## src/hw/rtl/array_linked_list_engine_defines.svh

```systemverilog
// Assertion macros for the linked list engine.
`ifndef ARRAY_LINKED_LIST_ENGINE_DEFINES_SVH
`define ARRAY_LINKED_LIST_ENGINE_DEFINES_SVH

`ifndef SYNTH
`define ALLE_ASSERT_SAME(lbl, clk, rst_n, ante, cons) \
  lbl: assert property (@(posedge clk) disable iff (!rst_n) (ante) |-> (cons)) \
    else $error("linked list engine check failed");
`define ALLE_ASSERT_NEXT(lbl, clk, rst_n, ante, cons) \
  lbl: assert property (@(posedge clk) disable iff (!rst_n) (ante) |=> (cons)) \
    else $error("linked list engine check failed");
`else
`define ALLE_ASSERT_SAME(lbl, clk, rst_n, ante, cons)
`define ALLE_ASSERT_NEXT(lbl, clk, rst_n, ante, cons)
`endif

`endif

```

## src/hw/rtl/alle_pkg.sv

```systemverilog
// Shared constants, types and word formats of the linked list engine.
package alle_pkg;

  localparam int SLOTS  = 16;
  localparam int SLOT_W = $clog2(SLOTS);
  localparam int CNT_W  = $clog2(SLOTS + 1);
  localparam int VAL_W  = 32;
  localparam int LEN_W  = 5;

  typedef logic [SLOT_W-1:0] slot_t;
  typedef logic [CNT_W-1:0]  cnt_t;

  typedef enum logic [1:0] {
    OP_APPEND    = 2'd0,
    OP_PUSH      = 2'd1,
    OP_DROP_TAIL = 2'd2,
    OP_DROP_HEAD = 2'd3
  } opcode_t;

  typedef enum logic [1:0] {
    ST_DONE  = 2'd0,
    ST_FULL  = 2'd1,
    ST_EMPTY = 2'd2
  } status_t;

  typedef enum logic [1:0] {
    S_IDLE,
    S_WALK,
    S_LINK,
    S_RESP
  } state_t;

  typedef struct packed {
    opcode_t            opcode;
    logic signed [31:0] value;
  } in_word_t;

  typedef struct packed {
    status_t            status;
    logic [LEN_W-1:0]   length;
  } out_word_t;

  typedef struct packed {
    logic  en;
    slot_t addr;
    slot_t data;
  } link_wr_t;

  typedef struct packed {
    logic             en;
    slot_t            addr;
    logic [VAL_W-1:0] data;
  } val_wr_t;

endpackage

```

## src/hw/rtl/alle_ram.sv

```systemverilog
// Single-port-write, single-port-read synchronous RAM with registered read data.
module alle_ram #(
  parameter int WIDTH = 32,
  parameter int DEPTH = 16
) (
  input  logic                     clk,
  input  logic                     wr_en,
  input  logic [$clog2(DEPTH)-1:0] wr_addr,
  input  logic [WIDTH-1:0]         wr_data,
  input  logic [$clog2(DEPTH)-1:0] rd_addr,
  output logic [WIDTH-1:0]         rd_data
);

  logic [WIDTH-1:0] mem [DEPTH];

  always_ff @(posedge clk) begin
    if (wr_en) begin
      mem[wr_addr] <= wr_data;
    end
  end

  always_ff @(posedge clk) begin
    rd_data <= mem[rd_addr];
  end

endmodule

```

## src/hw/rtl/alle_ctrl.sv

```systemverilog
// Command sequencer: slot allocation, head and count, link walks and store updates.
module alle_ctrl import alle_pkg::*; (
  input  logic      clk,
  input  logic      rst_n,
  input  logic      in_valid,
  output logic      in_stall,
  input  in_word_t  in_word,
  output link_wr_t  link_wr,
  output slot_t     link_rd_addr,
  input  slot_t     link_rd_data,
  output val_wr_t   val_wr,
  output logic      resp_valid,
  output out_word_t resp_word,
  input  logic      resp_ready
);

  state_t             state_r, state_nxt;
  slot_t              head_r, head_nxt;
  cnt_t               count_r, count_nxt;
  logic [SLOTS-1:0]   used_r, used_nxt;
  opcode_t            op_r, op_nxt;
  status_t            status_r, status_nxt;
  slot_t              q_r, q_nxt;
  slot_t              cur_r, cur_nxt;
  slot_t              tail_r, tail_nxt;
  slot_t              hops_r, hops_nxt;
  slot_t              free_slot;
  logic               cnt_full, cnt_zero, cnt_one;

  always_ff @(posedge clk) begin
    if (!rst_n) begin
      state_r <= S_IDLE;
      head_r  <= '0;
      count_r <= '0;
      used_r  <= '0;
    end else begin
      state_r <= state_nxt;
      head_r  <= head_nxt;
      count_r <= count_nxt;
      used_r  <= used_nxt;
    end
  end

  always_ff @(posedge clk) begin
    op_r     <= op_nxt;
    status_r <= status_nxt;
    q_r      <= q_nxt;
    cur_r    <= cur_nxt;
    tail_r   <= tail_nxt;
    hops_r   <= hops_nxt;
  end

  always_comb begin
    free_slot = '0;
    for (int i = SLOTS - 1; i >= 0; i--) begin
      if (!used_r[i]) begin
        free_slot = SLOT_W'(i);
      end
    end
  end

  assign cnt_full = (count_r == CNT_W'(SLOTS));
  assign cnt_zero = (count_r == '0);
  assign cnt_one  = (count_r == CNT_W'(1));

  always_comb begin
    state_nxt    = state_r;
    head_nxt     = head_r;
    count_nxt    = count_r;
    used_nxt     = used_r;
    op_nxt       = op_r;
    status_nxt   = status_r;
    q_nxt        = q_r;
    cur_nxt      = cur_r;
    tail_nxt     = tail_r;
    hops_nxt     = hops_r;
    in_stall     = (state_r != S_IDLE);
    link_wr      = '0;
    val_wr       = '0;
    link_rd_addr = head_r;
    resp_valid   = 1'b0;
    resp_word    = '{status: status_r, length: LEN_W'(count_r)};

    case (state_r)
      S_IDLE: begin
        if (in_valid) begin
          op_nxt     = in_word.opcode;
          q_nxt      = free_slot;
          cur_nxt    = head_r;
          status_nxt = ST_DONE;
          state_nxt  = S_RESP;
          case (in_word.opcode)
            OP_APPEND, OP_PUSH: begin
              if (cnt_full) begin
                status_nxt = ST_FULL;
              end else begin
                val_wr = '{en: 1'b1, addr: free_slot, data: in_word.value};
                link_wr = '{en: 1'b1, addr: free_slot,
                            data: (in_word.opcode == OP_PUSH && !cnt_zero) ? head_r : '0};
                used_nxt[free_slot] = 1'b1;
                count_nxt = count_r + CNT_W'(1);
                if (in_word.opcode == OP_PUSH || cnt_zero) begin
                  head_nxt = free_slot;
                end else if (cnt_one) begin
                  tail_nxt  = head_r;
                  state_nxt = S_LINK;
                end else begin
                  hops_nxt  = SLOT_W'(count_r - CNT_W'(1));
                  state_nxt = S_WALK;
                end
              end
            end
            OP_DROP_TAIL, OP_DROP_HEAD: begin
              if (cnt_zero) begin
                status_nxt = ST_EMPTY;
              end else if (cnt_one) begin
                used_nxt[head_r] = 1'b0;
                head_nxt  = '0;
                count_nxt = '0;
              end else begin
                hops_nxt  = (in_word.opcode == OP_DROP_HEAD) ? SLOT_W'(1)
                                                             : SLOT_W'(count_r - CNT_W'(1));
                state_nxt = S_WALK;
              end
            end
            default: ;
          endcase
        end
      end
      S_WALK: begin
        if (hops_r == SLOT_W'(1)) begin
          state_nxt = S_RESP;
          case (op_r)
            OP_APPEND: begin
              tail_nxt  = link_rd_data;
              state_nxt = S_LINK;
            end
            OP_DROP_HEAD: begin
              head_nxt        = link_rd_data;
              used_nxt[cur_r] = 1'b0;
              count_nxt       = count_r - CNT_W'(1);
            end
            OP_DROP_TAIL: begin
              used_nxt[link_rd_data] = 1'b0;
              link_wr   = '{en: 1'b1, addr: cur_r, data: '0};
              count_nxt = count_r - CNT_W'(1);
            end
            default: ;
          endcase
        end else begin
          cur_nxt      = link_rd_data;
          hops_nxt     = hops_r - SLOT_W'(1);
          link_rd_addr = link_rd_data;
        end
      end
      S_LINK: begin
        link_wr   = '{en: 1'b1, addr: tail_r, data: q_r};
        state_nxt = S_RESP;
      end
      S_RESP: begin
        resp_valid = 1'b1;
        if (resp_ready) begin
          state_nxt = S_IDLE;
        end
      end
      default: begin
        state_nxt = S_IDLE;
      end
    endcase
  end

endmodule

```

## src/hw/rtl/array_linked_list_engine.sv

```systemverilog
// Top level of the array-backed singly linked list engine.
// Input channel: in_valid / in_stall / in_word carry one command word (opcode, value).
// Output channel: out_valid / out_stall / out_word carry one result word (status, length)
// for every command, in command order.
// One command is in flight at a time; in_stall is high from acceptance until the
// result word has been moved into the output register.
// Head insert, append to an empty list, removal from an empty or one-element list
// and refused commands go from acceptance straight to the response state. Head
// removal reads the link of the head once; tail append and tail removal walk the
// links through the registered-read link memory at one link per cycle, and an
// append then writes the link of the old tail. The next command is accepted from
// the cycle in which out_valid rises.
// While out_stall is high the result word holds in the output register; the
// next command is still accepted and runs up to its result, then waits.
// Reset (rst_n low, synchronous) empties the list and clears all slot used bits;
// the value and link memories are not cleared and need no sweep.
`include "array_linked_list_engine_defines.svh"

module array_linked_list_engine import alle_pkg::*; (
  input  logic      clk,
  input  logic      rst_n,
  input  logic      in_valid,
  output logic      in_stall,
  input  in_word_t  in_word,
  output logic      out_valid,
  input  logic      out_stall,
  output out_word_t out_word
);

  link_wr_t         link_wr;
  val_wr_t          val_wr;
  slot_t            link_rd_addr;
  slot_t            link_rd_data;
  slot_t            val_rd_addr_r, val_rd_addr_nxt;
  logic [VAL_W-1:0] val_rd_data;
  logic             resp_valid;
  logic             resp_ready;
  out_word_t        resp_word;
  logic             out_valid_r, out_valid_nxt;
  out_word_t        out_word_r, out_word_nxt;

  alle_ctrl u_ctrl (
    .clk          (clk),
    .rst_n        (rst_n),
    .in_valid     (in_valid),
    .in_stall     (in_stall),
    .in_word      (in_word),
    .link_wr      (link_wr),
    .link_rd_addr (link_rd_addr),
    .link_rd_data (link_rd_data),
    .val_wr       (val_wr),
    .resp_valid   (resp_valid),
    .resp_word    (resp_word),
    .resp_ready   (resp_ready)
  );

  alle_ram #(
    .WIDTH (SLOT_W),
    .DEPTH (SLOTS)
  ) u_link_ram (
    .clk     (clk),
    .wr_en   (link_wr.en),
    .wr_addr (link_wr.addr),
    .wr_data (link_wr.data),
    .rd_addr (link_rd_addr),
    .rd_data (link_rd_data)
  );

  alle_ram #(
    .WIDTH (VAL_W),
    .DEPTH (SLOTS)
  ) u_value_ram (
    .clk     (clk),
    .wr_en   (val_wr.en),
    .wr_addr (val_wr.addr),
    .wr_data (val_wr.data),
    .rd_addr (val_rd_addr_r),
    .rd_data (val_rd_data)
  );

  assign val_rd_addr_nxt = val_wr.en ? val_wr.addr : val_rd_addr_r;

  always_ff @(posedge clk) begin
    val_rd_addr_r <= val_rd_addr_nxt;
  end

  assign resp_ready = !out_valid_r || !out_stall;

  always_comb begin
    out_valid_nxt = out_valid_r;
    out_word_nxt  = out_word_r;
    if (resp_valid && resp_ready) begin
      out_valid_nxt = 1'b1;
      out_word_nxt  = resp_word;
    end else if (!out_stall) begin
      out_valid_nxt = 1'b0;
    end
  end

  always_ff @(posedge clk) begin
    if (!rst_n) begin
      out_valid_r <= 1'b0;
    end else begin
      out_valid_r <= out_valid_nxt;
    end
  end

  always_ff @(posedge clk) begin
    out_word_r <= out_word_nxt;
  end

  assign out_valid = out_valid_r;
  assign out_word  = out_word_r;

  `ALLE_ASSERT_NEXT(a_accept_busy, clk, rst_n, in_valid && !in_stall, in_stall)
  `ALLE_ASSERT_SAME(a_full_len, clk, rst_n, out_valid && out_word.status == ST_FULL,
                    out_word.length == LEN_W'(SLOTS))
  `ALLE_ASSERT_SAME(a_empty_len, clk, rst_n, out_valid && out_word.status == ST_EMPTY,
                    out_word.length == '0)
  `ALLE_ASSERT_SAME(a_value_store, clk, rst_n, $past(val_wr.en, 2),
                    val_rd_data == $past(val_wr.data, 2))

endmodule
```

## config.mk

```make
export PLATFORM = sky130hd
export DESIGN_NAME = array_linked_list_engine
export DESIGN_NICKNAME = d
export VERILOG_FILES = /design/src/hw/rtl/alle_pkg.sv /design/src/hw/rtl/alle_ram.sv /design/src/hw/rtl/alle_ctrl.sv /design/src/hw/rtl/array_linked_list_engine.sv
export VERILOG_INCLUDE_DIRS = /design/src /design/src/hw/rtl
export SDC_FILE = /design/constraint.sdc
export NUM_CORES = 1
export LEC_CHECK = 0
export ABC_AREA = 1
export BUFFER_PORTS_ARGS = -buffer_cell sky130_fd_sc_hd__buf_4
export CAP_MARGIN = 20
export CORE_MARGIN = 4
export CORE_UTILIZATION = 58
export CTS_BUF_LIST = sky130_fd_sc_hd__clkbuf_4 sky130_fd_sc_hd__clkbuf_8
export DETAILED_ROUTE_END_ITERATION = 10
export PLACE_DENSITY = 0.79
export SYNTH_ARGS = -nofsm -noshare
export SYNTH_HDL_FRONTEND = slang
export SYNTH_HIERARCHICAL = 1
export SYNTH_SLANG_ARGS = --single-unit
export TNS_END_PERCENT = 30
```

## constraint.sdc

```tcl
create_clock -name clk -period 2.39 [get_ports clk]
set_input_delay 0.239 -clock clk [delete_from_list [all_inputs] [get_ports clk]]
set_output_delay 0.239 -clock clk [all_outputs]
set_load 0.005 [all_outputs]
```

# ---- Word-level counts from Yosys, hierarchy flattened
# Cells that the tools add are included.
dict set report word_totals {
  ff_bits 23
  out_inout_bits 9
  word_cells 87
  inputBits 38
}
dict set report classes {
  n_mux 35
  reduce_logical 18
  eq_ne 23
  addsub 3
}
# operator count
set op_table {}
lappend op_table {{2-to-1 mux 4 bit} 8}
lappend op_table {{2-to-1 mux 5 bit} 6}
lappend op_table {{case mux 5 bit (2 select lines)} 2}
lappend op_table {{2-to-1 mux 2 bit} 9}
lappend op_table {{case mux 4 bit (2 select lines)} 2}
lappend op_table {{!= test 3 bit, second input constant} 5}
lappend op_table {{== test 2 bit, second input constant} 6}
lappend op_table {{!= test 2 bit, second input constant} 4}
lappend op_table {{case mux 2 bit (2 select lines)} 2}
lappend op_table {{case mux 2 bit (4 select lines)} 1}
lappend op_table {{AND reduction 8 bit} 1}
lappend op_table {{AND reduction 7 bit} 1}
lappend op_table {{zero test 2 bit} 3}
lappend op_table {{OR reduction 2 bit} 3}
lappend op_table {{adder 5 x 1 -> 5 bit, second input constant} 1}
lappend op_table {{== test 5 x 1 -> 1 bit, second input constant} 1}
lappend op_table {{== test 5 bit, second input constant} 1}
lappend op_table {{zero test 5 bit} 1}
lappend op_table {{2-to-1 mux 1 bit} 5}
lappend op_table {{subtractor 5 x 1 -> 5 bit, second input constant} 1}
lappend op_table {{== test 2 x 1 -> 1 bit, second input constant} 2}
lappend op_table {{== test 4 x 1 -> 1 bit, second input constant} 1}
lappend op_table {{!= test 2 x 1 -> 1 bit, second input constant} 2}
lappend op_table {{nonzero test 2 bit} 2}
lappend op_table {{7 further kinds} 9}

# ---- Depth between registers and ports, before layout
# Gate-level depths: netlist of the first run.
dict set report depth {
  word_depth 7
  ltp_mapped 12
  ltp_nobuf 11
}

# ---- Hierarchy
# Netlist of the first run, hierarchy kept.
# module cells_per_inst instances area_per_inst_um2 seq_area_each_um2
set by_module_without_submodules {}
lappend by_module_without_submodules {alle_ctrl 576 1 3703.6 1141.1}
lappend by_module_without_submodules {alle_ram 292 1 2967.8 2001.9}
lappend by_module_without_submodules {array_linked_list_engine 13 1 257.7 230.2}

# ---- Worst setup path before layout of the first run
# OpenSTA, ideal clock, no wires.
dict set report synth_path {
  path_type {register to register}
  start {register u_ctrl.state_r[1]}
  end {register, netlist name u_link_ram/mem[4][0]}
  required_time_ns 2.061
  period_less_slack_ns 2.437
  arrival_ns 2.108
  setup_time_ns 0.329
  path_buffers 1
  stages_incl_launch_ff 12
  slack_ns -0.047
  cell_sequence {dfxtp_1 -> inv_1 -> ha_1 -> buf_2 -> inv_2 -> nor3_1 -> a22oi_1 -> a21oi_1 -> inv_1 -> nor2_1 -> nand2_1 -> nor2_1}
}
# item line
set synth_lines {}
lappend synth_lines {{start, declared} alle_ctrl.sv:17} ;# state_t state_r, state_nxt;
lappend synth_lines {{start signal, assigned} alle_ctrl.sv:37} ;# state_r <= state_nxt;

# ---- Worst setup path in the final report of the first run
dict set report layout_path {
  start {register u_ctrl.count_r[0]}
  end {register u_ctrl.hops_r[3] (enable)}
}
dict set report layout_between {
  elab_chain_len 4
  word_cells_on_any_way 10
  classes_between {eq/ne (7); reduce/logical (3)}
}
# item line
set layout_lines {}
lappend layout_lines {{start, declared} alle_ctrl.sv:19} ;# cnt_t count_r, count_nxt;
lappend layout_lines {{start signal, assigned} alle_ctrl.sv:39} ;# count_r <= count_nxt;
lappend layout_lines {{zero test 5 bit} alle_ctrl.sv:63} ;# assign cnt_zero = (count_r == '0);
lappend layout_lines {{logical OR 1 bit} alle_ctrl.sv:102} ;# if (in_word.opcode == OP_PUSH || cnt_zero) begin
lappend layout_lines {{!= test 3 bit (no line)} n/a}
lappend layout_lines {{AND reduction 8 bit (no line) (*)} n/a}
lappend layout_lines {{end signal, assigned} alle_ctrl.sv:50} ;# hops_r <= hops_nxt;
lappend layout_lines {{end, declared} alle_ctrl.sv:26} ;# slot_t hops_r, hops_nxt;
# Every way passes the cells marked *; elsewhere a longest branch is shown, timed or not.
# A chain may end at the register's enable or synchronous reset.

==> results of run 1 <==
[cell type report]
cell class | count | area (sq um) | share of cell area, %
repair buffers | 14 | 105 | 7.45
multi-input cells | 88 | 529 | 37.5
well taps | 27 | 33.8 | 2.40
clock buffers | 4 | 30.0 | 2.13
inverters | 27 | 101 | 7.19
flip-flops and latches | 23 | 611 | 43.3
[registers in the layout, summed over array words and instances (netlist names)]
name,cells
u_ctrl/status_r,2
out_valid,1
out_word,7
u_ctrl/count_r,5
u_ctrl/hops_r,4
u_ctrl/op_r,2
u_ctrl/state_r,2
[metrics by stage]
| stage | util (%) | hold WS [ps] | instance area [sq um] |
|---|---|---|---|
| finish | 69.1 | 127 | 1410 |
| floorplan | - | 338 | 1310 |
| CTS | 69.1 | 121 | 1410 |
| detailed placement | 67.6 | 416 | 1380 |
| global placement | 67.6 | 401 | 1380 |
| global route | 69.1 | 109 | 1410 |
[final timing paths]
kind,endpoint,slack (ps),cells after the start
worst max register to register,u_ctrl/hops_r[3]$_DFFE_PP_,300,9
worst min-delay path,u_ctrl/op_r[0]$_DFFE_PP_,130,1
worst min register to register,out_word[5]$_DFFE_PP_,440,0
worst max-delay path,u_ctrl/hops_r[3]$_DFFE_PP_,300,9
[where the power goes]
part           switching [uW]  total, uW  internal, uW
sequential               86.0        674           588
clock                     109        186          76.4
combinational             520        829           310
[layer usage]
layer,track usage [%],up-vias,wire (um)
li1,-,497,-
met1,20.3,468,1100
met2,29.2,24,1230
met3,3.73,2,103
met4,7.29,0,10
met5,0,-,0
[critical path, delay by kind of cell (launching register included)]
kind            cells  cell delay, ps
fa+ha+maj           1             240
flops               1             480
buf+inv             2             180
simple gates        4             480
compound gates      2             420
==> flow_summary.yaml, run 1 <==
timing:
  fin_setup_tns_ps: 0
  rsz0062_at_grt: "false"
  timing.fmax_ghz: 0.478
  setup_slack_ps: 299
  worst_pin_slew_ps: 627
  setup_viol: 0
  fin_skew_ps: 5.49
  final_hold_viol_count: 0
  slew_headroom_pct: 58.2
  min_period_over_period_pct: 87.5
  drv_slew: 0
  fin_crit_ps: 2090
clock_network:
  numCtsBuffers: 3
  cts.repair.resized: 0
  postCtsSetupRepairBufs: 0
  clock_path_buffers: 2
  cts_root_buffer: "clkbuf_4"
  cts_max_level: 1
  ctsHoldBuffers: 0
  clock_latency_ps: 300
  clk_pin_slew_ps: 120
  cts_tree: "done"
  cts_sinks: 23
layout:
  num_antenna_cells: 0
  finalNonFillerCells: 183
  fillers: 169
  final_common_cell: "inv_1"
  fin_nets: 204
  final_cell_mix: "inv_1 (24), nand2_1 (16), edfxtp_1 (15), nor2_1 (15), buf_4 (14)"
  area_growth_pct: 7.85
  drive_gt1_share_pct: 16.0
drt:
  drt-pass1-iter-count: 4
  drt_wl_total_um: 2450
  remaining_drc_errors: 0
  postRouteAntennaNets: 0
  drt-wirelength-per-cell_um: 13.4
  viasPerCell: 5.42
  vias: 991
  first_iter_violations: 29
critical_path:
  r2r-start: "u_ctrl/count_r[0]$_SDFFE_PN0P_"
  critPathLaunch: "u_ctrl/count_r[0]$_SDFFE_PN0P_"
  required_ps: 2400
  cp_cell_sequence: "inv_1, ha_1, nand2_1, inv_1, nand2_1, nor2_1, a22oi_1, o21a_1, and3_1"
  worstPathArrival_ps: 2100
  critPathMaxStageDelay_ps: 480
  start_kind: "register"
  endpoint_kind: "register"
  path_class: "reg2reg"
  slowest_stage: "dfxtp_1"
  worstPathMaxFanout: 6
global_routing:
  antenna_found_initial: 0
  grt_pass1_wl_um: 4250
  grt_max_degree: 13
  grt_pass1_vias: 985
  grt_overflow: 0
  grt_usage_pct: 17.0
flow_run:
  cap_violations: 0
floorplan:
  chipHeight_um: 55.5
  initial_core_util_pct: 64.0
  dieArea_sq_mm: 0.00308
  io_pins: 47
  core_area_sq_mm: 0.00204
  die_w_um: 55.5
  rows: 16
hold_path:
  hp-start: "in_word[32]"
  hp-class: "in2reg"
place:
  dpl_worst_slack_ps: 363
  dp_hpwl_um: 1870
  place_inst: 179
  port_buffers: 14
  routabilityCongestion: 0.904
synth:
  synthCells: 152
  avgSynthCellArea_sq_um: 8.60
  synth_nets: 199
  syn_area_sq_mm: 0.00131
  yosysWarnings: 6
power_and_ir_drop:
  ir_drop_mv: 0.735
  power_density_mw_per_mm2: 1200
  total_power_uw: 1690
  leakage_uw: 0.000626
run_status:
  status: "finished clean"
No activity file was read; power rests on OpenSTA's default activity.
==> run 2, diff against run 1 <==
- CTS_BUF_LIST: sky130_fd_sc_hd__clkbuf_4 sky130_fd_sc_hd__clkbuf_8 -> default
- CTS_CLUSTER_DIAMETER: default -> 80
==> flow_summary.yaml, run 2 (synthesized netlist as in run 1, its figures left out) <==
global_routing:
  grt_pass1_wl_um: 4240
  grt_pass1_vias: 981
  grt_overflow: 0
  grt_max_degree: 13
  antenna_found_initial: 0
  grt_usage_pct: 17.0
critical_path:
  critPathMaxStageDelay_ps: 480
  worstPathMaxFanout: 6
  endpoint_kind: "register"
  slowest_stage: "dfxtp_1"
  cp.buffers_inverters: 2
  critical_path.top_delay_family: "flip-flops"
  path_class: "reg2reg"
  worstPathArrival_ps: 2100
  required_ps: 2410
  cp_cell_sequence: "inv_1, ha_1, nand2_1, inv_1, nand2_1, nor2_1, a22oi_1, o21a_1, and3_1"
  start_kind: "register"
timing:
  setup_slack_ps: 303
  fin_setup_tns_ps: 0
  fin_crit_ps: 2090
  min_period_over_period_pct: 87.3
  timing.fmax_ghz: 0.479
  worst_hold_slack_ps: 125
  slew_headroom_pct: 58.2
  fin_skew_ps: 4.38
  drv_slew: 0
  worst_pin_slew_ps: 627
  rsz0062_at_grt: "false"
  setup_viol: 0
  final_hold_viol_count: 0
clock_network:
  cts_root_buffer: "clkbuf_4"
  numCtsBuffers: 3
  cts_max_level: 1
  clock_path_buffers: 2
  ctsHoldBuffers: 0
  cts.repair.resized: 0
  postCtsSetupRepairBufs: 0
  cts_tree: "done"
  clock_latency_ps: 300
  cts_sinks: 23
  clk_pin_slew_ps: 120
power_and_ir_drop:
  power_density_mw_per_mm2: 1200
  ir_drop_mv: 0.736
  power_frac_comb_pct: 49.4
  clkPwrFrac_pct: 10.5
  leakage_uw: 0.000623
  power.internal_uw: 963
  pwr-share-seq_pct: 40.1
  power_switching_uw: 718
  p_sw_share_pct: 42.7
layout:
  drive_gt1_share_pct: 15.4
  fin_nets: 204
  regArea_sq_um: 611
  finalNonFillerCells: 183
  final_common_cell: "inv_1"
  largest_reg_flops: 7
  area_growth_pct: 7.56
  multi_input_area_sq_um: 529
  fillers: 169
  final_area_sq_mm: 0.00141
  num_antenna_cells: 0
  final_cell_mix: "inv_1 (24), nand2_1 (16), edfxtp_1 (15), nor2_1 (15), buf_4 (14)"
floorplan:
  initial_core_util_pct: 64.0
  io_pins: 47
  chipHeight_um: 55.5
  core_area_sq_mm: 0.00204
  rows: 16
  dieArea_sq_mm: 0.00308
  die_w_um: 55.5
place:
  routabilityCongestion: 0.904
  dpl_worst_slack_ps: 363
  dp_hpwl_um: 1870
  place_inst: 179
  place_area_sq_mm: 0.00138
  port_buffers: 14
run_status:
  status: "finished clean"
drt:
  viasPerCell: 5.42
  drt-wirelength-per-cell_um: 13.5
  drt_wl_total_um: 2470
  first_iter_violations: 28
  remaining_drc_errors: 0
  vias: 992
  postRouteAntennaNets: 0
  drt-pass1-iter-count: 4
flow_run:
  cap_violations: 0
hold_path:
  hp-class: "in2reg"
-- run 2: cell types whose count changed in the layout (fill, tap and decap cells not counted) --
cell and change:
clkbuf_1 +1, clkbuf_4 -1
-- run 2: worst paths after layout --
path / startpoint / endpoint / slack (ps) / depth (start not counted)
hold / removal: in_word[32] / u_ctrl/op_r[0]$_DFFE_PP_ / 120 / 1
hold reg to reg: u_ctrl/status_r[0]$_SDFFCE_PN0P_ / out_word[5]$_DFFE_PP_ / 440 / 0
setup reg to reg: u_ctrl/count_r[0]$_SDFFE_PN0P_ / u_ctrl/hops_r[3]$_DFFE_PP_ / 300 / 9
setup / recovery: u_ctrl/count_r[0]$_SDFFE_PN0P_ / u_ctrl/hops_r[3]$_DFFE_PP_ / 300 / 9
-- run 2: cell type report --
class	instances	share of cell area [%]
clock buffers	4	1.87
inverters	27	7.21
multi-input cells	88	37.6
flip-flops and latches	23	43.4
well taps	27	2.40
repair buffers	14	7.47
-- run 2: layer usage --
metal  vias up  global-route usage [%]  part of all wire (%)
met5         -                       0                     0
met4         0                    7.29                  0.41
met3         2                    3.73                   4.5
met2        27                    29.1                    50
met1       465                    20.3                    45
li1        498                       -                     -
-- run 2: per-stage QoR --
stage	utilization [%]	power, uW
5_1_grt	68.9	1820
3_5_place_dp	67.6	1500
3_3_place_gp	67.6	1450
2_1_floorplan	-	1350
4_1_cts	68.9	1670
6_report	68.9	1680
-- run 2: power by group through the flow --
stage               registers [uW]  clock network [uW]  logic (uW)
finish                         674                 176         831
global route                   687                 194         941
CTS                            673                 182         819
detailed placement             683                   0         814
global placement               676                   0         776
floorplan                      658                   0         695
